<file path="src/rtl/sfd_pkg.sv">
// Shared types, constants and helpers for the stereo feedback delay.
`timescale 1ns / 1ps
`default_nettype none

package sfd_pkg;

  localparam int SAMPLE_BITS = 24;
  localparam int DLY_W       = 17;
  localparam int GAIN_W      = 17;
  localparam int DLY_RESET   = 24000;

  localparam logic [GAIN_W-1:0] UNITY      = 17'h10000;
  localparam logic [GAIN_W-1:0] WET_RESET  = 17'h08000;
  localparam logic [GAIN_W-1:0] FB_RESET   = 17'h00000;

  typedef enum logic [1:0] {
    REG_ENABLE   = 2'd0,
    REG_DELAY    = 2'd1,
    REG_FEEDBACK = 2'd2,
    REG_WET_MIX  = 2'd3
  } reg_idx_e;

  typedef struct packed {
    logic signed [SAMPLE_BITS-1:0] left_in;
    logic signed [SAMPLE_BITS-1:0] right_in;
  } frame_in_t;

  typedef struct packed {
    logic signed [SAMPLE_BITS-1:0] left_out;
    logic signed [SAMPLE_BITS-1:0] right_out;
  } frame_out_t;

  // Control from the shared sequencer to each channel lane.
  typedef struct packed {
    logic adv;
    logic wr_en;
    logic clr;
    logic fwd_s2;
    logic fwd_lw;
    logic bypass;
  } lane_ctl_t;

  // Saturate a sum that carries three guard bits down to one sample.
  function automatic logic signed [SAMPLE_BITS-1:0] sat_smp(
      input logic signed [SAMPLE_BITS+2:0] v);
    logic [3:0] top;
    top = v[SAMPLE_BITS+2:SAMPLE_BITS-1];
    if (top == 4'b0000 || top == 4'b1111) begin
      sat_smp = v[SAMPLE_BITS-1:0];
    end else if (v[SAMPLE_BITS+2]) begin
      sat_smp = {1'b1, {(SAMPLE_BITS-1){1'b0}}};
    end else begin
      sat_smp = {1'b0, {(SAMPLE_BITS-1){1'b1}}};
    end
  endfunction

endpackage

`default_nettype wire

</file>
<file path="src/rtl/sfd_dly_mod.sv">
// Reduction of the delay register modulo the store depth by reciprocal multiplication.
`timescale 1ns / 1ps
`default_nettype none

module sfd_dly_mod import sfd_pkg::*; #(
  parameter int STORE_DEPTH = 131072,
  localparam int AW = $clog2(STORE_DEPTH)
) (
  input  wire logic             clk_i,
  input  wire logic             rst_ni,
  input  wire logic             start_i,
  input  wire logic [DLY_W-1:0] value_i,
  output logic                  busy_o,
  output logic      [AW-1:0]    dly_o
);

  // The reciprocal is rounded up with DLY_W + AW fraction bits, which makes
  // the quotient exact for every DLY_W-bit value.
  localparam int     SH    = DLY_W + AW;
  localparam int     MW    = DLY_W + 2;
  localparam int     PW    = DLY_W + MW;
  localparam int     EW    = DLY_W + AW + 1;
  localparam longint RECIP = ((64'sd1 <<< SH) + STORE_DEPTH - 1) / STORE_DEPTH;
  localparam logic [PW-1:0] RECIP_M = PW'(RECIP);
  localparam logic [EW-1:0] DEPTH_E = EW'(STORE_DEPTH);
  localparam logic [AW-1:0] DLY_RST = AW'(DLY_RESET % STORE_DEPTH);

  logic              busy_q, busy_d;
  logic              ph_q, ph_d;
  logic [DLY_W-1:0]  val_q, val_d;
  logic [DLY_W-1:0]  quo_q, quo_d;
  logic [AW-1:0]     dly_q, dly_d;
  logic [PW-1:0]     prod;
  logic [EW-1:0]     qd, rem;

  assign prod = PW'(val_q) * RECIP_M;
  assign qd   = EW'(quo_q) * DEPTH_E;
  assign rem  = EW'(val_q) - qd;

  // Phase 0 forms the quotient, phase 1 the remainder.
  always_comb begin
    busy_d = busy_q;
    ph_d   = ph_q;
    val_d  = val_q;
    quo_d  = quo_q;
    dly_d  = dly_q;
    if (start_i) begin
      busy_d = 1'b1;
      ph_d   = 1'b0;
      val_d  = value_i;
    end else if (busy_q) begin
      if (!ph_q) begin
        quo_d = DLY_W'(prod >> SH);
        ph_d  = 1'b1;
      end else begin
        dly_d  = rem[AW-1:0];
        busy_d = 1'b0;
      end
    end
  end

  always_ff @(posedge clk_i or negedge rst_ni) begin
    if (!rst_ni) begin
      busy_q <= 1'b0;
      ph_q   <= 1'b0;
      dly_q  <= DLY_RST;
    end else begin
      busy_q <= busy_d;
      ph_q   <= ph_d;
      dly_q  <= dly_d;
    end
  end

  always_ff @(posedge clk_i) begin
    val_q <= val_d;
    quo_q <= quo_d;
  end

  assign busy_o = busy_q;
  assign dly_o  = dly_q;

endmodule

`default_nettype wire

</file>
<file path="config.mk">
export PLATFORM = sky130hd
export DESIGN_NAME = sfd_dly_mod
export DESIGN_NICKNAME = d
export VERILOG_FILES = /design/src/rtl/sfd_pkg.sv /design/src/rtl/sfd_dly_mod.sv
export SDC_FILE = /design/constraint.sdc
export NUM_CORES = 1
export LEC_CHECK = 0
export ABC_AREA = 1
export BUFFER_PORTS_ARGS = -buffer_cell sky130_fd_sc_hd__buf_4
export CAP_MARGIN = 20
export CORE_MARGIN = 3
export CORE_UTILIZATION = 47
export CTS_BUF_LIST = sky130_fd_sc_hd__clkbuf_4
export CTS_CLUSTER_DIAMETER = 100
export DETAILED_ROUTE_END_ITERATION = 12
export PLACE_DENSITY = 0.76
export SLEW_MARGIN = 40
export SYNTH_ARGS = -nofsm -noshare
export SYNTH_HDL_FRONTEND = slang
export SYNTH_SLANG_ARGS = --single-unit
</file>
<file path="constraint.sdc">
create_clock -name clk_i -period 1.1 [get_ports clk_i]
set_clock_uncertainty 0.15 [all_clocks]
set_input_delay 0.055 -clock clk_i [delete_from_list [all_inputs] [get_ports clk_i]]
set_output_delay 0.055 -clock clk_i [all_outputs]
set_load 0.005 [all_outputs]
</file>
==> flow_summary.rst <==
.. list-table::
   :header-rows: 1

   * - Metric
     - Value
   * - CP Data Required Time
     - between 800 and 900 ps
   * - Cell area power density
     - 1550 mW/mm^2
   * - Number of maximum-capacitance violations
     - 0
   * - Port-buffer cells
     - 37
   * - Shortest period the worst path allows
     - ~1200 ps
   * - Final net count
     - between 200 and 250
   * - Worst slew margin
     - 0.763
   * - Clock tree from TritonCTS
     - done
   * - Root buf cell
     - sky130_fd_sc_hd__clkbuf_4
   * - Antenna Nets Post-Route
     - 0
   * - Proportion of netlist area held by the largest area contributor
     - 0.381
   * - Startpoint type of the worst setup path
     - register
   * - Fraction of final layout cells sized beyond drive strength 1
     - 0.446
   * - Number of distinct library cells after synthesis
     - 12
   * - Hold path endpoint
     - val_q[7]
   * - #FFs+latches synth
     - 36
   * - Number of cells on the worst hold path
     - 2
   * - Worst IR drop on VDD
     - roughly 0.0013 V
   * - Share of flip-flops with an asynchronous set or reset
     - 0.528
   * - Highest Clock Rate
     - 841 MHz
   * - Synth Net Count
     - between 100 and 150
   * - Initial drt markers
     - 48
   * - FF-to-FF path depth
     - 4
   * - Run status
     - complete, but fails checks
   * - Arrival time of the worst setup path
     - just under 1000 ps
   * - Height of the die
     - ~60 um
   * - Largest delay share family, worst path
     - flip-flops
   * - Ordered list of cells on the worst path
     - buf_6
   * - Number of antenna violations at the first check in global routing
     - 0
   * - 1st-pass router iterations
     - 4
   * - Largest fanout on the critical path
     - 2
   * - Post-Syn Instances
     - 99
   * - Setup repair after global routing missed its margin
     - yes
   * - Antenna fix cells
     - 0
   * - Max stage delay on crit path
     - 570 ps
   * - Count of synthesis-stage warnings from yosys
     - 0
   * - Netlist Area Pre-Place
     - ~0.0013 mm^2
   * - Capturing element type of the critical path
     - output pin
   * - Cell with the largest stage delay on the worst path
     - sky130_fd_sc_hd__dfstp_2
   * - Type of the worst min-delay path
     - input pin to register
   * - Total DRC errors in the routed layout
     - 0
   * - Total gr overflow
     - 0
   * - Bufs and invs on worst path
     - 1
   * - Core region area
     - between 0.002 and 0.003 mm^2
   * - Total length of routed wires
     - a little under 3000 um
   * - Area of the die
     - 0.00353 mm^2
   * - Synth area leader
     - sky130_fd_sc_hd__edfxtp_1
   * - Number of enable-type register cells in the synthesized netlist
     - 17
   * - Commonest cells in the netlist
     - sky130_fd_sc_hd__nand2_1 (34), sky130_fd_sc_hd__edfxtp_1 (17), sky130_fd_sc_hd__nand4_1 (17), sky130_fd_sc_hd__dfrtp_1 (12), sky130_fd_sc_hd__dfstp_2 (7)
   * - Boundary pin count
     - 38
   * - Final sum of negative setup slack
     - -681 ps
   * - Number of global-route vias before repair
     - between 900 and 1000
   * - Die span in x
     - 59.4 um
   * - Post-route clock period utilization
     - 1.08
   * - Final RePlAce weighted congestion
     - 0.733
   * - Type of the worst setup path
     - register to output pin
   * - Worst R2R End
     - dly_o[2]
   * - Hold path startpoint
     - start_i
   * - Half-perimeter wire length after placement
     - ~1700 um
   * - Overall power
     - roughly 3.3 mW
   * - Cts bufs inserted
     - 5
   * - Global routing usage summed across all routing layers
     - 0.174
   * - Global-route wire length before repair
     - between 4000 and 5000 um
   * - Leakage power total
     - 1.02 nW
   * - TritonCTS sink count
     - 36
   * - Final worst-path setup slack
     - -88.4 ps
   * - # rows
     - 18
   * - Post-route worst hold slack
     - 275 ps
   * - Flop-to-flop setup slack
     - -40 ps
   * - Insertion delay of the later-clocked pin in the worst-skew pair
     - between 300 and 400 ps
   * - Clock Pin Slew Worst Setup and Hold Paths
     - around 100 ps
   * - Slew at the pin closest to its max-slew limit
     - 355 ps
   * - Dominant register cell in the synthesized netlist
     - sky130_fd_sc_hd__edfxtp_1
   * - Mapped Avg Cell Area
     - 13.5 um^2
   * - Maximum number of pins on one net before global-route repair
     - 20
   * - Largest cells by area after synthesis
     - sky130_fd_sc_hd__edfxtp_1 (38%), sky130_fd_sc_hd__dfrtp_1 (22%), sky130_fd_sc_hd__dfstp_2 (14%)
   * - Sequential cell area fraction in the yosys report
     - 0.742
   * - Crit path from
     - dly_o[14]
   * - Overall via count from detail_route
     - about 1100
   * - Critical register-to-register path startpoint
     - busy_o
   * - Detailed-route wire length per cell
     - 13.8 um
   * - Final setup violation count
     - 15
   * - Cell with the most instances after synthesis
     - sky130_fd_sc_hd__nand2_1
   * - Syn-to-layout area delta
     - 60.9%
   * - Vias/cell
     - just under 5
   * - Max-slew violation total from the final report
     - 0
   * - H-tree lvl count
     - 2
   * - Count of filler cells inserted in the layout
     - around 140
   * - Worst slack at placement
     - 45.8 ps
   * - Total stage count of the critical path
     - 1
   * - Count of endpoints failing hold in the final timing report
     - 0
   * - Failing checks
     - setup timing
   * - Initial core utilization
     - 0.517
   * - Clk buf depth
     - 2
[routing by layer]
| layer | global-route usage | part of all wire |
|---|---|---|
| met1 | 0.232 | 0.42 |
| met2 | 0.270 | 0.51 |
| met3 | 0.0501 | 0.050 |
| met4 | 0.0680 | 0.013 |
| met5 | 0 | 0 |
[logic make-up (layout without fill, tap and decap cells)]
logic type,after synthesis,in the layout,share of synthesized area
compound gates,1,1,0.00373
flops,36,36,0.742
buf+inv,8,94,0.0607
simple gates,54,55,0.193
[how the worst max path moves through the flow]
stage / endpoint / slack [ps]
after CTS: dly_o[14] / -80
final: dly_o[14] / -90
after global routing: dly_o[14] / -120
after detailed placement: dly_o[3] / 50
after floorplan: dly_o[13] / 20
after global placement: dly_o[3] / 90
[flip-flops by register name (all words and copies together), names as in the netlist]
| register | flops |
|---|---|
| dly_o | 17 |
| val_q | 17 |
| busy_o | 1 |
| ph_q | 1 |
[per-stage QoR]
stage                util  cells  cell area [um^2]
floorplan               -     99              1340
global placement    0.629    166              1630
detailed placement  0.629    166              1630
CTS                 0.772    203              2000
global route        0.832    216              2160
finish              0.832    216              2160
[where the power goes]
part	leakage [nW]	internal (mW)	switching, mW
clock network	0.0368	0.329	0.398
logic	0.595	0.546	0.299
registers	0.385	1.65	0.123
[area by class of cell]
| cell class | count | area (um^2) | share of cell area |
|---|---|---|---|
| Sequential cell | 36 | 997 | 0.463 |
| Timing Repair Buffer | 84 | 759 | 0.352 |
| Multi-Input combinational cell | 56 | 292 | 0.135 |
| Clock buffer | 8 | 60.1 | 0.0279 |
| Tap cell | 30 | 37.5 | 0.0174 |
| Inverter | 2 | 10.0 | 0.00464 |
[cell usage in the layout, fill, tap and decap left out]
cell and instances:
sky130_fd_sc_hd__buf_6 17, sky130_fd_sc_hd__inv_4 1, sky130_fd_sc_hd__edfxtp_1 17, sky130_fd_sc_hd__nand3_4 2, sky130_fd_sc_hd__nand2_2 4, sky130_fd_sc_hd__nand2_1 30
sky130_fd_sc_hd__o21ai_0 1, sky130_fd_sc_hd__nor2_1 2, sky130_fd_sc_hd__buf_2 1, sky130_fd_sc_hd__inv_1 1, sky130_fd_sc_hd__dlygate4sd3_1 23, sky130_fd_sc_hd__buf_4 41
sky130_fd_sc_hd__dfrtp_1 10, sky130_fd_sc_hd__dlymetal6s4s_1 2, sky130_fd_sc_hd__dfrtp_2 2, sky130_fd_sc_hd__clkbuf_4 8, sky130_fd_sc_hd__nand4_1 17, sky130_fd_sc_hd__dfstp_2 7
[repair_timing]
item,in CTS,in global routing
setup endpoints to repair,8,45
pin swaps,0,0
hold endpoints to repair,50,0
hold buffers,25,0
gates cloned,0,2
buffers inserted,4,11
resized for setup,9,17
(Power assumes the default switching activity.)
